--- src/jrk_pkg.sv ---
// ----------------------------------------------------------------------------
// jrk_pkg
// Shared widths, constants and types of the trajectory jerk accumulator.
// ----------------------------------------------------------------------------
package jrk_pkg;

   localparam int JOINT_COUNT_DEF = 6;
   localparam int MAX_JOINTS      = 6;

   localparam int TIME_W   = 32;
   localparam int VEL_W    = 32;
   localparam int SUM_W    = 48;
   localparam int STATUS_W = 2;

   // Serial multiplier operand and product widths.
   localparam int MUL_A_W = 55;
   localparam int MUL_B_W = 30;
   localparam int MUL_P_W = MUL_A_W + MUL_B_W;

   // Serial divider widths and the width of its iteration counter.
   localparam int DIV_N_W   = 74;
   localparam int DIV_D_W   = 32;
   localparam int DIV_CNT_W = $clog2(DIV_N_W + 1);

   // Serial square root widths.
   localparam int ROOT_IN_W  = 64;
   localparam int ROOT_W     = ROOT_IN_W / 2;
   localparam int ROOT_CNT_W = $clog2(ROOT_W + 1);

   // Jerk terms are scaled down until they fit this many bits before squaring.
   localparam int SCALED_W = 30;
   localparam int SHIFT_W  = 5;

   localparam logic [MUL_B_W-1:0] US_PER_S = MUL_B_W'(1000000);
   localparam logic [SUM_W-1:0]   SUM_MAX  = {SUM_W{1'b1}};

   typedef enum logic [STATUS_W-1:0] {
      STATUS_OK        = 2'd0,
      STATUS_SHORT     = 2'd1,
      STATUS_ZERO_STEP = 2'd2
   } status_type;

   typedef struct packed {
      logic busy;
      logic done;
   } unit_stat_type;

endpackage

--- src/jrk_mul.sv ---
// ----------------------------------------------------------------------------
// jrk_mul
// Shift-and-add multiplier, one multiplier bit per cycle.
// ----------------------------------------------------------------------------
module jrk_mul (
   input  logic                         clock,
   input  logic                         reset,
   input  logic                         start,
   input  logic [jrk_pkg::MUL_A_W-1:0]  a,
   input  logic [jrk_pkg::MUL_B_W-1:0]  b,
   output logic [jrk_pkg::MUL_P_W-1:0]  product,
   output jrk_pkg::unit_stat_type       stat
);

   logic                        busy_ff, busy_in;
   logic [jrk_pkg::MUL_P_W-1:0] a_sh_ff, a_sh_in;
   logic [jrk_pkg::MUL_B_W-1:0] b_sh_ff, b_sh_in;
   logic [jrk_pkg::MUL_P_W-1:0] acc_ff, acc_in;

   always_comb begin
      busy_in = busy_ff;
      a_sh_in = a_sh_ff;
      b_sh_in = b_sh_ff;
      acc_in  = acc_ff;
      if (start) begin
         busy_in = 1'b1;
         a_sh_in = jrk_pkg::MUL_P_W'(a);
         b_sh_in = b;
         acc_in  = '0;
      end else if (busy_ff) begin
         // The multiplier finishes as soon as no set bits remain.
         if (b_sh_ff == '0) begin
            busy_in = 1'b0;
         end else begin
            if (b_sh_ff[0]) begin
               acc_in = acc_ff + a_sh_ff;
            end
            a_sh_in = a_sh_ff << 1;
            b_sh_in = b_sh_ff >> 1;
         end
      end
   end

   always_ff @(posedge clock) begin
      if (reset) begin
         busy_ff <= 1'b0;
      end else begin
         busy_ff <= busy_in;
      end
   end

   always_ff @(posedge clock) begin
      a_sh_ff <= a_sh_in;
      b_sh_ff <= b_sh_in;
      acc_ff  <= acc_in;
   end

   assign product   = acc_ff;
   assign stat.busy = busy_ff;
   assign stat.done = busy_ff && (b_sh_ff == '0);

endmodule

--- src/jrk_div.sv ---
// ----------------------------------------------------------------------------
// jrk_div
// Restoring divider, one quotient bit per cycle.
// ----------------------------------------------------------------------------
module jrk_div (
   input  logic                         clock,
   input  logic                         reset,
   input  logic                         start,
   input  logic [jrk_pkg::DIV_N_W-1:0]  num,
   input  logic [jrk_pkg::DIV_D_W-1:0]  den,
   output logic [jrk_pkg::DIV_N_W-1:0]  quot,
   output jrk_pkg::unit_stat_type       stat
);

   logic                          busy_ff, busy_in;
   logic [jrk_pkg::DIV_CNT_W-1:0] cnt_ff, cnt_in;
   logic [jrk_pkg::DIV_N_W-1:0]   num_sh_ff, num_sh_in;
   logic [jrk_pkg::DIV_D_W-1:0]   rem_ff, rem_in;
   logic [jrk_pkg::DIV_D_W-1:0]   den_ff, den_in;
   logic [jrk_pkg::DIV_D_W:0]     trial;
   logic                          fits;

   assign trial = {rem_ff, num_sh_ff[jrk_pkg::DIV_N_W-1]};
   assign fits  = trial >= {1'b0, den_ff};

   always_comb begin
      busy_in   = busy_ff;
      cnt_in    = cnt_ff;
      num_sh_in = num_sh_ff;
      rem_in    = rem_ff;
      den_in    = den_ff;
      if (start) begin
         busy_in   = 1'b1;
         cnt_in    = jrk_pkg::DIV_CNT_W'(jrk_pkg::DIV_N_W);
         num_sh_in = num;
         rem_in    = '0;
         den_in    = den;
      end else if (busy_ff) begin
         if (cnt_ff == '0) begin
            busy_in = 1'b0;
         end else begin
            // Quotient bits enter at the bottom as the numerator leaves the top.
            cnt_in    = cnt_ff - 1'b1;
            num_sh_in = {num_sh_ff[jrk_pkg::DIV_N_W-2:0], fits};
            rem_in    = fits ? jrk_pkg::DIV_D_W'(trial - {1'b0, den_ff})
                             : trial[jrk_pkg::DIV_D_W-1:0];
         end
      end
   end

   always_ff @(posedge clock) begin
      if (reset) begin
         busy_ff <= 1'b0;
      end else begin
         busy_ff <= busy_in;
      end
   end

   always_ff @(posedge clock) begin
      cnt_ff    <= cnt_in;
      num_sh_ff <= num_sh_in;
      rem_ff    <= rem_in;
      den_ff    <= den_in;
   end

   assign quot      = num_sh_ff;
   assign stat.busy = busy_ff;
   assign stat.done = busy_ff && (cnt_ff == '0);

endmodule

--- src/jrk_sqrt.sv ---
// ----------------------------------------------------------------------------
// jrk_sqrt
// Integer square root, two radicand bits and one root bit per cycle.
// ----------------------------------------------------------------------------
module jrk_sqrt (
   input  logic                          clock,
   input  logic                          reset,
   input  logic                          start,
   input  logic [jrk_pkg::ROOT_IN_W-1:0] radicand,
   output logic [jrk_pkg::ROOT_W-1:0]    root,
   output jrk_pkg::unit_stat_type        stat
);

   logic                           busy_ff, busy_in;
   logic [jrk_pkg::ROOT_CNT_W-1:0] cnt_ff, cnt_in;
   logic [jrk_pkg::ROOT_IN_W-1:0]  rad_sh_ff, rad_sh_in;
   logic [jrk_pkg::ROOT_W+1:0]     rem_ff, rem_in;
   logic [jrk_pkg::ROOT_W-1:0]     root_ff, root_in;
   logic [jrk_pkg::ROOT_W+1:0]     cur;
   logic [jrk_pkg::ROOT_W+1:0]     trial;
   logic                           fits;

   // The remainder stays below 2^32 until the final step.
   assign cur   = {rem_ff[jrk_pkg::ROOT_W-1:0],
                   rad_sh_ff[jrk_pkg::ROOT_IN_W-1:jrk_pkg::ROOT_IN_W-2]};
   assign trial = {root_ff, 2'b01};
   assign fits  = cur >= trial;

   always_comb begin
      busy_in   = busy_ff;
      cnt_in    = cnt_ff;
      rad_sh_in = rad_sh_ff;
      rem_in    = rem_ff;
      root_in   = root_ff;
      if (start) begin
         busy_in   = 1'b1;
         cnt_in    = jrk_pkg::ROOT_CNT_W'(jrk_pkg::ROOT_W);
         rad_sh_in = radicand;
         rem_in    = '0;
         root_in   = '0;
      end else if (busy_ff) begin
         if (cnt_ff == '0) begin
            busy_in = 1'b0;
         end else begin
            cnt_in    = cnt_ff - 1'b1;
            rad_sh_in = rad_sh_ff << 2;
            rem_in    = fits ? cur - trial : cur;
            root_in   = {root_ff[jrk_pkg::ROOT_W-2:0], fits};
         end
      end
   end

   always_ff @(posedge clock) begin
      if (reset) begin
         busy_ff <= 1'b0;
      end else begin
         busy_ff <= busy_in;
      end
   end

   always_ff @(posedge clock) begin
      cnt_ff    <= cnt_in;
      rad_sh_ff <= rad_sh_in;
      rem_ff    <= rem_in;
      root_ff   <= root_in;
   end

   assign root      = root_ff;
   assign stat.busy = busy_ff;
   assign stat.done = busy_ff && (cnt_ff == '0);

endmodule

--- src/trajectory_jerk_accumulator_top.sv ---
// ----------------------------------------------------------------------------
// trajectory_jerk_accumulator_top
// Sums finite-difference jerk norms over the points of one trajectory.
// ----------------------------------------------------------------------------
// One point is worked on at a time; req_stall is high from acceptance until
// the point is finished. A point that yields no jerk term goes from S_CHECK
// straight to S_UPDATE, and on a last point on to S_FINAL. An interior point
// takes, per joint, three multiply-divide passes (the shift-and-add
// multiplier, then the bit-serial divider), then the scaling, a square per
// joint and the square root; the serial divider takes most of that time. The
// last point of a trajectory delivers one transaction with the saturating sum
// (zero for a short trajectory) and a status; the next point may be accepted
// while it waits to be taken.
module trajectory_jerk_accumulator_top #(
   parameter int JOINT_COUNT = jrk_pkg::JOINT_COUNT_DEF
) (
   input  logic                          clock,
   input  logic                          reset,
   input  logic                          req_valid,
   output logic                          req_stall,
   input  logic [jrk_pkg::TIME_W-1:0]    req_timestamp_us,
   input  logic signed [jrk_pkg::VEL_W-1:0] req_joint_velocity_0,
   input  logic signed [jrk_pkg::VEL_W-1:0] req_joint_velocity_1,
   input  logic signed [jrk_pkg::VEL_W-1:0] req_joint_velocity_2,
   input  logic signed [jrk_pkg::VEL_W-1:0] req_joint_velocity_3,
   input  logic signed [jrk_pkg::VEL_W-1:0] req_joint_velocity_4,
   input  logic signed [jrk_pkg::VEL_W-1:0] req_joint_velocity_5,
   input  logic                          req_last_point,
   output logic                          rsp_valid,
   input  logic                          rsp_stall,
   output logic [jrk_pkg::SUM_W-1:0]     rsp_total_jerk,
   output logic [jrk_pkg::STATUS_W-1:0]  rsp_status
);

   localparam int JIDX_W = (JOINT_COUNT > 1) ? $clog2(JOINT_COUNT) : 1;
   localparam int TW     = jrk_pkg::TIME_W;
   localparam int VW     = jrk_pkg::VEL_W;
   localparam int SW     = jrk_pkg::SUM_W;
   localparam int ACC_W  = 54;
   localparam int NORM_W = jrk_pkg::ROOT_W + 18;

   typedef enum logic [13:0] {
      S_IDLE   = 14'b00000000000001,
      S_CHECK  = 14'b00000000000010,
      S_MUL    = 14'b00000000000100,
      S_MUL_W  = 14'b00000000001000,
      S_DIV    = 14'b00000000010000,
      S_DIV_W  = 14'b00000000100000,
      S_SHIFT  = 14'b00000001000000,
      S_SQ     = 14'b00000010000000,
      S_SQ_W   = 14'b00000100000000,
      S_ROOT   = 14'b00001000000000,
      S_ROOT_W = 14'b00010000000000,
      S_SUM    = 14'b00100000000000,
      S_UPDATE = 14'b01000000000000,
      S_FINAL  = 14'b10000000000000
   } state_type;

   typedef enum logic [1:0] {
      PH_PREV = 2'd0,
      PH_NEXT = 2'd1,
      PH_JERK = 2'd2
   } phase_type;

   state_type state_ff, state_in;
   phase_type phase_ff, phase_in;
   logic [JIDX_W-1:0] k_ff, k_in;

   logic [TW-1:0]        t_now_ff, t_now_in;
   logic signed [VW-1:0] v_now_ff [JOINT_COUNT];
   logic signed [VW-1:0] v_now_in [JOINT_COUNT];
   logic                 last_ff, last_in;
   logic signed [VW-1:0] ov_ff [JOINT_COUNT];
   logic signed [VW-1:0] ov_in [JOINT_COUNT];
   logic signed [VW-1:0] nv_ff [JOINT_COUNT];
   logic signed [VW-1:0] nv_in [JOINT_COUNT];
   logic [TW-1:0]        ot_ff, ot_in, nt_ff, nt_in;
   logic [1:0]           count_ff, count_in;
   logic [SW-1:0]        sum_ff, sum_in;
   logic                 zero_ff, zero_in;

   logic [TW-1:0] dt_mag_ff [3];
   logic [TW-1:0] dt_mag_in [3];
   logic [2:0]    dt_neg_ff, dt_neg_in;
   logic          dtz_ff, dtz_in;
   logic          sign_ff, sign_in;
   logic signed [ACC_W-1:0] ap_ff, ap_in, an_ff, an_in;
   logic [SW-1:0] j_ff [JOINT_COUNT];
   logic [SW-1:0] j_in [JOINT_COUNT];
   logic [SW-1:0] mx_ff, mx_in;
   logic [jrk_pkg::SHIFT_W-1:0] s_ff, s_in;
   logic [jrk_pkg::ROOT_IN_W-1:0] sq_ff, sq_in;
   logic [SW-1:0] norm_ff, norm_in;

   logic          rsp_valid_ff, rsp_valid_in;
   logic [SW-1:0] rsp_jerk_ff, rsp_jerk_in;
   jrk_pkg::status_type rsp_status_ff, rsp_status_in;

   logic signed [VW-1:0] req_vel [jrk_pkg::MAX_JOINTS];

   logic mul_start, div_start, root_start;
   logic [jrk_pkg::MUL_A_W-1:0] mul_a;
   logic [jrk_pkg::MUL_B_W-1:0] mul_b;
   logic [jrk_pkg::MUL_P_W-1:0] mul_p;
   logic [jrk_pkg::DIV_D_W-1:0] div_den;
   logic [jrk_pkg::DIV_N_W-1:0] div_q;
   logic [jrk_pkg::ROOT_W-1:0]  root_val;
   jrk_pkg::unit_stat_type mul_stat, div_stat, root_stat;

   logic req_accept;
   logic k_last;
   logic signed [VW:0] dvp, dvn, dv_sel;
   logic [VW:0] dv_mag;
   logic signed [jrk_pkg::MUL_A_W-1:0] da;
   logic [jrk_pkg::MUL_A_W-1:0] da_mag;
   logic [jrk_pkg::MUL_A_W-1:0] op_mag;
   logic op_neg;
   logic dt_neg_sel;
   logic [SW-1:0] c_full;
   logic [jrk_pkg::SCALED_W-1:0] c_val;
   logic [TW:0] dt_raw [3];
   logic [ACC_W-1:0] q_acc;
   logic [SW-1:0] jerk_val;
   logic [NORM_W-1:0] norm_wide;
   logic [SW:0] sum_wide;

   assign req_vel[0] = req_joint_velocity_0;
   assign req_vel[1] = req_joint_velocity_1;
   assign req_vel[2] = req_joint_velocity_2;
   assign req_vel[3] = req_joint_velocity_3;
   assign req_vel[4] = req_joint_velocity_4;
   assign req_vel[5] = req_joint_velocity_5;

   assign req_stall  = (state_ff != S_IDLE);
   assign req_accept = req_valid && !req_stall;
   assign k_last     = (k_ff == JIDX_W'(JOINT_COUNT - 1));

   // Time steps between the two stored points and from each of them to the current one.
   assign dt_raw[0] = {1'b0, nt_ff} - {1'b0, ot_ff};
   assign dt_raw[1] = {1'b0, t_now_ff} - {1'b0, nt_ff};
   assign dt_raw[2] = {1'b0, t_now_ff} - {1'b0, ot_ff};

   assign dvp    = {nv_ff[k_ff][VW-1], nv_ff[k_ff]} - {ov_ff[k_ff][VW-1], ov_ff[k_ff]};
   assign dvn    = {v_now_ff[k_ff][VW-1], v_now_ff[k_ff]}
                 - {nv_ff[k_ff][VW-1], nv_ff[k_ff]};
   assign dv_sel = (phase_ff == PH_PREV) ? dvp : dvn;
   assign dv_mag = dv_sel[VW] ? (VW + 1)'(-dv_sel) : (VW + 1)'(dv_sel);
   assign da     = {an_ff[ACC_W-1], an_ff} - {ap_ff[ACC_W-1], ap_ff};
   assign da_mag = da[jrk_pkg::MUL_A_W-1] ? jrk_pkg::MUL_A_W'(-da)
                                          : jrk_pkg::MUL_A_W'(da);

   always_comb begin
      op_mag     = jrk_pkg::MUL_A_W'(dv_mag);
      op_neg     = dv_sel[VW];
      dt_neg_sel = dt_neg_ff[0];
      div_den    = dt_mag_ff[0];
      case (phase_ff)
         PH_NEXT: begin
            dt_neg_sel = dt_neg_ff[1];
            div_den    = dt_mag_ff[1];
         end
         PH_JERK: begin
            op_mag     = da_mag;
            op_neg     = da[jrk_pkg::MUL_A_W-1];
            dt_neg_sel = dt_neg_ff[2];
            div_den    = dt_mag_ff[2];
         end
         default: ;
      endcase
   end

   assign c_full    = j_ff[k_ff] >> s_ff;
   assign c_val     = c_full[jrk_pkg::SCALED_W-1:0];
   assign q_acc     = {1'b0, div_q[ACC_W-2:0]};
   assign jerk_val  = (|div_q[jrk_pkg::DIV_N_W-1:SW]) ? jrk_pkg::SUM_MAX : div_q[SW-1:0];
   assign norm_wide = NORM_W'(root_val) << s_ff;
   assign sum_wide  = {1'b0, sum_ff} + {1'b0, norm_ff};

   assign mul_start  = (state_ff == S_MUL) || (state_ff == S_SQ);
   assign mul_a      = (state_ff == S_SQ) ? jrk_pkg::MUL_A_W'(c_val) : op_mag;
   assign mul_b      = (state_ff == S_SQ) ? c_val : jrk_pkg::US_PER_S;
   assign div_start  = (state_ff == S_DIV);
   assign root_start = (state_ff == S_ROOT);

   always_comb begin
      state_in      = state_ff;
      phase_in      = phase_ff;
      k_in          = k_ff;
      t_now_in      = t_now_ff;
      v_now_in      = v_now_ff;
      last_in       = last_ff;
      ov_in         = ov_ff;
      nv_in         = nv_ff;
      ot_in         = ot_ff;
      nt_in         = nt_ff;
      count_in      = count_ff;
      sum_in        = sum_ff;
      zero_in       = zero_ff;
      dt_mag_in     = dt_mag_ff;
      dt_neg_in     = dt_neg_ff;
      dtz_in        = dtz_ff;
      sign_in       = sign_ff;
      ap_in         = ap_ff;
      an_in         = an_ff;
      j_in          = j_ff;
      mx_in         = mx_ff;
      s_in          = s_ff;
      sq_in         = sq_ff;
      norm_in       = norm_ff;
      rsp_valid_in  = rsp_valid_ff && rsp_stall;
      rsp_jerk_in   = rsp_jerk_ff;
      rsp_status_in = rsp_status_ff;

      unique case (state_ff)
         S_IDLE: begin
            if (req_accept) begin
               t_now_in = req_timestamp_us;
               for (int i = 0; i < JOINT_COUNT; i++) begin
                  v_now_in[i] = req_vel[i];
               end
               last_in  = req_last_point;
               state_in = S_CHECK;
            end
         end
         S_CHECK: begin
            for (int i = 0; i < 3; i++) begin
               dt_neg_in[i] = dt_raw[i][TW];
               dt_mag_in[i] = dt_raw[i][TW] ? TW'(-dt_raw[i]) : dt_raw[i][TW-1:0];
            end
            dtz_in   = (dt_raw[0] == '0) || (dt_raw[1] == '0) || (dt_raw[2] == '0);
            k_in     = '0;
            phase_in = PH_PREV;
            mx_in    = '0;
            s_in     = '0;
            if (count_ff < 2'd2) begin
               state_in = S_UPDATE;
            end else if (dtz_in) begin
               norm_in  = jrk_pkg::SUM_MAX;
               state_in = S_SUM;
            end else begin
               state_in = S_MUL;
            end
         end
         S_MUL: begin
            sign_in  = op_neg ^ dt_neg_sel;
            state_in = S_MUL_W;
         end
         S_MUL_W: begin
            if (mul_stat.done) begin
               state_in = S_DIV;
            end
         end
         S_DIV: begin
            state_in = S_DIV_W;
         end
         S_DIV_W: begin
            if (div_stat.done) begin
               case (phase_ff)
                  PH_PREV: begin
                     ap_in    = sign_ff ? -$signed(q_acc) : $signed(q_acc);
                     phase_in = PH_NEXT;
                     state_in = S_MUL;
                  end
                  PH_NEXT: begin
                     an_in    = sign_ff ? -$signed(q_acc) : $signed(q_acc);
                     phase_in = PH_JERK;
                     state_in = S_MUL;
                  end
                  default: begin
                     j_in[k_ff] = jerk_val;
                     if (jerk_val > mx_ff) begin
                        mx_in = jerk_val;
                     end
                     phase_in = PH_PREV;
                     if (k_last) begin
                        state_in = S_SHIFT;
                     end else begin
                        k_in     = JIDX_W'(k_ff + 1'b1);
                        state_in = S_MUL;
                     end
                  end
               endcase
            end
         end
         S_SHIFT: begin
            // Scale all terms by the shift that brings the largest below 2^30.
            if (|mx_ff[SW-1:jrk_pkg::SCALED_W]) begin
               mx_in = mx_ff >> 1;
               s_in  = s_ff + 1'b1;
            end else begin
               k_in     = '0;
               sq_in    = '0;
               state_in = S_SQ;
            end
         end
         S_SQ: begin
            state_in = S_SQ_W;
         end
         S_SQ_W: begin
            if (mul_stat.done) begin
               sq_in = sq_ff + mul_p[jrk_pkg::ROOT_IN_W-1:0];
               if (k_last) begin
                  state_in = S_ROOT;
               end else begin
                  k_in     = JIDX_W'(k_ff + 1'b1);
                  state_in = S_SQ;
               end
            end
         end
         S_ROOT: begin
            state_in = S_ROOT_W;
         end
         S_ROOT_W: begin
            if (root_stat.done) begin
               norm_in  = (|norm_wide[NORM_W-1:SW]) ? jrk_pkg::SUM_MAX
                                                    : norm_wide[SW-1:0];
               state_in = S_SUM;
            end
         end
         S_SUM: begin
            sum_in = sum_wide[SW] ? jrk_pkg::SUM_MAX : sum_wide[SW-1:0];
            if (dtz_ff) begin
               zero_in = 1'b1;
            end
            state_in = S_UPDATE;
         end
         S_UPDATE: begin
            ov_in    = nv_ff;
            nv_in    = v_now_ff;
            ot_in    = nt_ff;
            nt_in    = t_now_ff;
            if (count_ff != 2'd3) begin
               count_in = count_ff + 1'b1;
            end
            state_in = last_ff ? S_FINAL : S_IDLE;
         end
         S_FINAL: begin
            // Wait until the output register is free, then start a new trajectory.
            if (!rsp_valid_ff || !rsp_stall) begin
               rsp_valid_in = 1'b1;
               if (count_ff != 2'd3) begin
                  rsp_jerk_in   = '0;
                  rsp_status_in = jrk_pkg::STATUS_SHORT;
               end else begin
                  rsp_jerk_in   = sum_ff;
                  rsp_status_in = zero_ff ? jrk_pkg::STATUS_ZERO_STEP : jrk_pkg::STATUS_OK;
               end
               for (int i = 0; i < JOINT_COUNT; i++) begin
                  ov_in[i] = '0;
                  nv_in[i] = '0;
               end
               ot_in    = '0;
               nt_in    = '0;
               count_in = '0;
               sum_in   = '0;
               zero_in  = 1'b0;
               state_in = S_IDLE;
            end
         end
         default: begin
            state_in = S_IDLE;
         end
      endcase
   end

   always_ff @(posedge clock) begin
      if (reset) begin
         state_ff     <= S_IDLE;
         count_ff     <= '0;
         sum_ff       <= '0;
         zero_ff      <= 1'b0;
         ot_ff        <= '0;
         nt_ff        <= '0;
         rsp_valid_ff <= 1'b0;
         for (int i = 0; i < JOINT_COUNT; i++) begin
            ov_ff[i] <= '0;
            nv_ff[i] <= '0;
         end
      end else begin
         state_ff     <= state_in;
         count_ff     <= count_in;
         sum_ff       <= sum_in;
         zero_ff      <= zero_in;
         ot_ff        <= ot_in;
         nt_ff        <= nt_in;
         rsp_valid_ff <= rsp_valid_in;
         ov_ff        <= ov_in;
         nv_ff        <= nv_in;
      end
   end

   always_ff @(posedge clock) begin
      phase_ff      <= phase_in;
      k_ff          <= k_in;
      t_now_ff      <= t_now_in;
      v_now_ff      <= v_now_in;
      last_ff       <= last_in;
      dt_mag_ff     <= dt_mag_in;
      dt_neg_ff     <= dt_neg_in;
      dtz_ff        <= dtz_in;
      sign_ff       <= sign_in;
      ap_ff         <= ap_in;
      an_ff         <= an_in;
      j_ff          <= j_in;
      mx_ff         <= mx_in;
      s_ff          <= s_in;
      sq_ff         <= sq_in;
      norm_ff       <= norm_in;
      rsp_jerk_ff   <= rsp_jerk_in;
      rsp_status_ff <= rsp_status_in;
   end

   jrk_mul u_mul (
      .clock   (clock),
      .reset   (reset),
      .start   (mul_start),
      .a       (mul_a),
      .b       (mul_b),
      .product (mul_p),
      .stat    (mul_stat)
   );

   jrk_div u_div (
      .clock (clock),
      .reset (reset),
      .start (div_start),
      .num   (mul_p[jrk_pkg::DIV_N_W-1:0]),
      .den   (div_den),
      .quot  (div_q),
      .stat  (div_stat)
   );

   jrk_sqrt u_sqrt (
      .clock    (clock),
      .reset    (reset),
      .start    (root_start),
      .radicand (sq_ff),
      .root     (root_val),
      .stat     (root_stat)
   );

   assign rsp_valid      = rsp_valid_ff;
   assign rsp_total_jerk = rsp_jerk_ff;
   assign rsp_status     = rsp_status_ff;

`ifndef SYNTHESIS
   // A zero time step always leaves the running sum saturated.
   a_zero_saturates: assert property (@(posedge clock) disable iff (reset)
      zero_ff |-> (sum_ff == jrk_pkg::SUM_MAX))
      else $error("zero time step seen but sum not saturated");

   // The running sum only grows until the trajectory ends.
   a_sum_monotonic: assert property (@(posedge clock) disable iff (reset)
      (state_ff != S_FINAL) |=> (sum_ff >= $past(sum_ff)))
      else $error("running jerk sum decreased");

   // A short trajectory reports a zero sum.
   a_short_zero: assert property (@(posedge clock) disable iff (reset)
      (rsp_valid && (rsp_status == jrk_pkg::STATUS_SHORT)) |-> (rsp_total_jerk == '0))
      else $error("short trajectory with nonzero sum");

   // An accepted point is never followed by a second one in the next cycle.
   a_one_point: assert property (@(posedge clock) disable iff (reset)
      req_accept |=> req_stall)
      else $error("point accepted while previous one in progress");
`endif

endmodule

--- config.mk ---
export PLATFORM = sky130hd
export DESIGN_NAME = trajectory_jerk_accumulator_top
export DESIGN_NICKNAME = d
export VERILOG_FILES = /design/src/jrk_pkg.sv /design/src/jrk_mul.sv /design/src/jrk_div.sv /design/src/jrk_sqrt.sv /design/src/trajectory_jerk_accumulator_top.sv
export SDC_FILE = /design/constraint.sdc
export NUM_CORES = 2
export LEC_CHECK = 0
export BUFFER_PORTS_ARGS = -buffer_cell sky130_fd_sc_hd__buf_2
export CORE_ASPECT_RATIO = 1.25
export CORE_MARGIN = 1
export CORE_UTILIZATION = 43
export CTS_CLUSTER_DIAMETER = 100
export CTS_CLUSTER_SIZE = 40
export DETAILED_ROUTE_END_ITERATION = 8
export PLACE_DENSITY_LB_ADDON = 0.15
export SETUP_SLACK_MARGIN = 0.02
export SYNTH_ARGS = -nofsm -noshare
export SYNTH_HDL_FRONTEND = slang
export SYNTH_SLANG_ARGS = --single-unit
--- constraint.sdc ---
create_clock -name clock -period 14.7 [get_ports clock]
set_clock_uncertainty 0.1 [all_clocks]
set_input_delay 0.735 -clock clock [delete_from_list [all_inputs] [get_ports clock]]
set_output_delay 0.735 -clock clock [all_outputs]
set_load 0.02 [all_outputs]
==> key figures <==
Outcome
  • Outcome: completed

Pwr
  • Sw power: 0.00390 W
  • Leakage power: 43.3 nW
  • Clk pwr share: 25.6%
  • Switching Share: 32.5%
  • Pwr Density: 101 nW/um^2
  • Internal power: 0.00812 W
  • Register share of total power: 51.5%
  • Combinational power share: 22.9%
  • Peak supply drop: 140 uV

Floorplan
  • Die height: 565 um
  • IO Pins: 281
  • Row cnt: 206
  • Initial Util: 43.3%
  • Die width: 452 um
  • Core footprint: 252000 um^2
  • Die Area: 256000 um^2

Placement
  • Dpl ws: 6.67 ns
  • Placed Instances: 14700
  • Post-DP HPWL: 251 mm
  • I/O Buffers: 280
  • RePlAce Congestion: 0.939
  • Placed Area: 114000 um^2

Synthesis
  • Synthesized cell area: 109000 um^2
  • Syn Area/Cell: 9.38 um^2
  • Mapped Cells: 11600
  • FF+latch count, synth: 1916
  • Syn. warnings: 0
  • Main flop type after synthesis: edfxtp_1
  • Post-synthesis sequential area ratio: 46.2%
  • Post-Syn Nets: 12400
  • Netlist cell types: 109
  • EDFF count, synth: 1197
  • Synth async-reset ratio: 0%

Worst setup path
  • Reg2reg path depth: 23
  • Endpoint of the worst register-to-register path: u_mul.a_sh_ff[30]$_DFFE_PP_
  • Critical path class: flop to flop
  • Critical Path End Type: flop
  • R2r setup slk: 6.62 ns
  • Crit path from: k_ff[2]$_SDFFCE_PN0P_
  • Crit-path max FO: 39
  • CP Data Arrival Time: 8.54 ns
  • Req. time, crit path: 15.17 ns
  • Startpoint types: flop
  • Critical R2R Launch: k_ff[2]$_SDFFCE_PN0P_

Global routing
  • GRT Residual Overflow: 0
  • Number of global-route vias before repair: 84300
  • Initial antenna violation count: 8
  • First-pass GRT wire length: 515 mm
  • All-layer global routing usage: 25.9%
  • Largest net degree at the start of global routing: 217

CTS
  • Worst-path clk slew: 0.13 ns
  • Post CTS Setup Buffer Count: 0
  • Clk Tree Root Cell: clkbuf_16
  • CTS Buffer Depth: 3
  • Clock latency at the later pin of the worst-skew pair: 0.81 ns
  • CTS tree: done
  • Number of H-tree levels: 3
  • CTS Buf Count: 76
  • CTS Sinks: 1916

Drt
  • Wire per inst: 22.8 um
  • Routed Wire Length: 343 mm
  • Vias per inst: 5.86
  • Final ANT Viol Nets: 0
  • Drt drc: 0
  • Drt first-iter violations: 7440
  • DRT Pass-1 Iters: 7
  • Via Count: 88400

Worst hold path
  • Cell count of the worst hold path: 1
  • Hold Path End: v_now_ff[6]$_DFFE_PP_
  • Hold Crit Start: req_joint_velocity_5[6]
  • Hold WC Path Type: primary input to flop

Timing
  • Final setup fails: 0
  • Fmax: 124 MHz
  • Rel. slew slack: 12.3%
  • Clock period minus worst slack: 8.08 ns
  • Hold Vio Cnt, Final: 0
  • Setup ws final: 6.62 ns
  • Slew Limit Fails: 0
  • Worst-Margin Slew: 1.30 ns
  • Setup_tns: 0 ns
  • RSZ-0062 raised after global routing: no
  • Crit share post-route: 55.0%

Final layout
  • Post-route insts no fill: 15100
  • Final instance area: 119000 um^2
  • Fillers: 23800
  • Layout cell share with drive strength beyond 1: 6.94%
  • Layout area overhead: 8.79%
  • Layout Nets: 12500

Flow run
  • Max Cap Violations: 0
## registers in the layout, indices dropped and copies added, names as in the netlist, 48 cells and up
name and cells:
ap_ff 54, norm_ff 48, v_now_ff 192, ov_ff 192, rsp_total_jerk 48, u_div.quot 74, j_ff 288, dt_mag_ff 96
u_mul.a_sh_ff 74, nv_ff 192, mx_ff 48, sq_ff 64, u_mul.product 74, u_sqrt.rad_sh_ff 64, sum_ff 48, an_ff 54
## repair_timing
action                    4_1_cts  5_1_grt
hold buffers                  224        0
hold endpoints to repair      224        0
gates resized for setup         0        0
## cell usage in the layout (no fill, tap or decap), types with 97 or more instances in the layout
cell type      instances
a21oi_1             1244
buf_2                279
a22oi_1              256
mux2i_1              271
nand2_1             1713
ha_1                 526
nand3_1              624
nor2_1               600
a211oi_1             134
dlygate4sd3_1        224
o21ai_0              504
buf_4                132
a21o_1               252
inv_1                412
o21a_1                97
edfxtp_1            1197
nor3_1               134
dfxtp_1              719
xnor2_1              374
xor2_1               210
nand2b_1             145
## routing by layer
layer	up-vias	track usage (%)	wire length, um	share of wire (%)
li1	42500	-	-	-
met4	4	11.0	15600	4.6
met3	418	2.16	15200	4.4
met2	2442	44.5	166000	48
met1	43000	33.3	146000	43
met5	-	0	34	0.0099
## metrics by stage
step / power, W / util [%] / hold slack (ns)
6_report: 0.0120 / 47.1 / 0.0654
3_5_place_dp: 0.00897 / 45.0 / 0.353
4_1_cts: 0.0121 / 47.0 / 0.0138
3_3_place_gp: 0.00894 / 45.0 / 0.347
2_1_floorplan: 0.00818 / - / 0.340
5_1_grt: 0.0125 / 47.1 / 0.0327
## worst max path at each step
stage	slack, ns	to
floorplan	1.82	norm_ff[0]$_SDFFCE_PP1P_
global placement	6.71	u_mul.a_sh_ff[31]$_DFFE_PP_
detailed placement	6.67	u_mul.a_sh_ff[31]$_DFFE_PP_
CTS	6.66	u_mul.a_sh_ff[31]$_DFFE_PP_
global route	6.17	u_mul.a_sh_ff[30]$_DFFE_PP_
finish	6.62	u_mul.a_sh_ff[30]$_DFFE_PP_
## layout make-up
cell class	instances	area, um^2	share of cell area (%)
Sequential cell	1916	50300	42.4
Tap cell	3328	4160	3.51
Antenna cell	9	22.5	0.0190
Timing Repair Buffer	644	4800	4.05
Clock inverter	54	883	0.745
Multi-Input combinational cell	8623	54800	46.2
Clock buffer	87	1970	1.66
Inverter	424	1590	1.34
## critical path, cell delays in order (launching register included)
cell	delay, ns
edfxtp_1	0.34
buf_4	0.37
buf_4	0.56
nor2b_4	0.24
buf_4	0.35
and2_4	0.60
buf_4	0.58
a22oi_1	0.14
and3_1	0.21
ha_1	0.24
fa_1	0.39
nor2b_1	0.20
o21a_1	0.19
o211a_1	0.19
o22a_1	0.25
a31oi_1	0.12
xnor2_1	0.16
o32ai_1	0.66
nand2_1	0.27
nor4_2	0.69
nand2_1	0.19
o31ai_1	0.32
xnor2_1	0.10
a221o_1	0.32
## synthesized netlist by cell type (all sizes together) (59+ instances only)
cell type	instances	area [um^2]
xor2	210	1840
nand2b	146	913
o31ai	59	443
a21oi	1249	6260
a31oi	74	463
ha	528	6610
nor3	139	706
nor4	59	400
inv	419	1570
a221oi	60	543
nand2	1719	6450
a22o	74	648
nand4	92	582
and3	83	519
mux2	67	754
buf	91	362
dfxtp	719	14400
mux2i	271	2710
edfxtp	1197	35900
clkbuf	577	2170
a22oi	256	1920
a21o	252	1890
o21ai	528	2640
and2	100	626
o21a	97	728
o211ai	87	653
nand3	625	3130
nor2b	87	544
a211oi	135	1020
nor2	611	2300
xnor2	374	3280
or3	75	494
## logic make-up (layout without fill, tap and decap cells)
kind of cell	count (synthesis)	count (layout)	synth area share (%)
multiplexers	376	376	3.96
AND/OR/NAND/NOR	3883	3883	16.4
adder cells (fa/ha/maj)	538	538	6.24
other	0	9	0
buffers and inverters	1092	1209	3.78
XOR/XNOR	584	584	4.69
flip-flops	1916	1916	46.2
AO/OA/AOI/OAI	3242	3242	18.8
## power by group through the flow
stage               Clock [W]  Sequential (W)  Combinational (W)
CTS                   0.00317         0.00618            0.00272
global route          0.00332         0.00620            0.00299
global placement            0         0.00630            0.00263
detailed placement          0         0.00630            0.00267
finish                0.00308         0.00618            0.00275
floorplan                   0         0.00627            0.00191
Power figures use the tool's default switching activity.
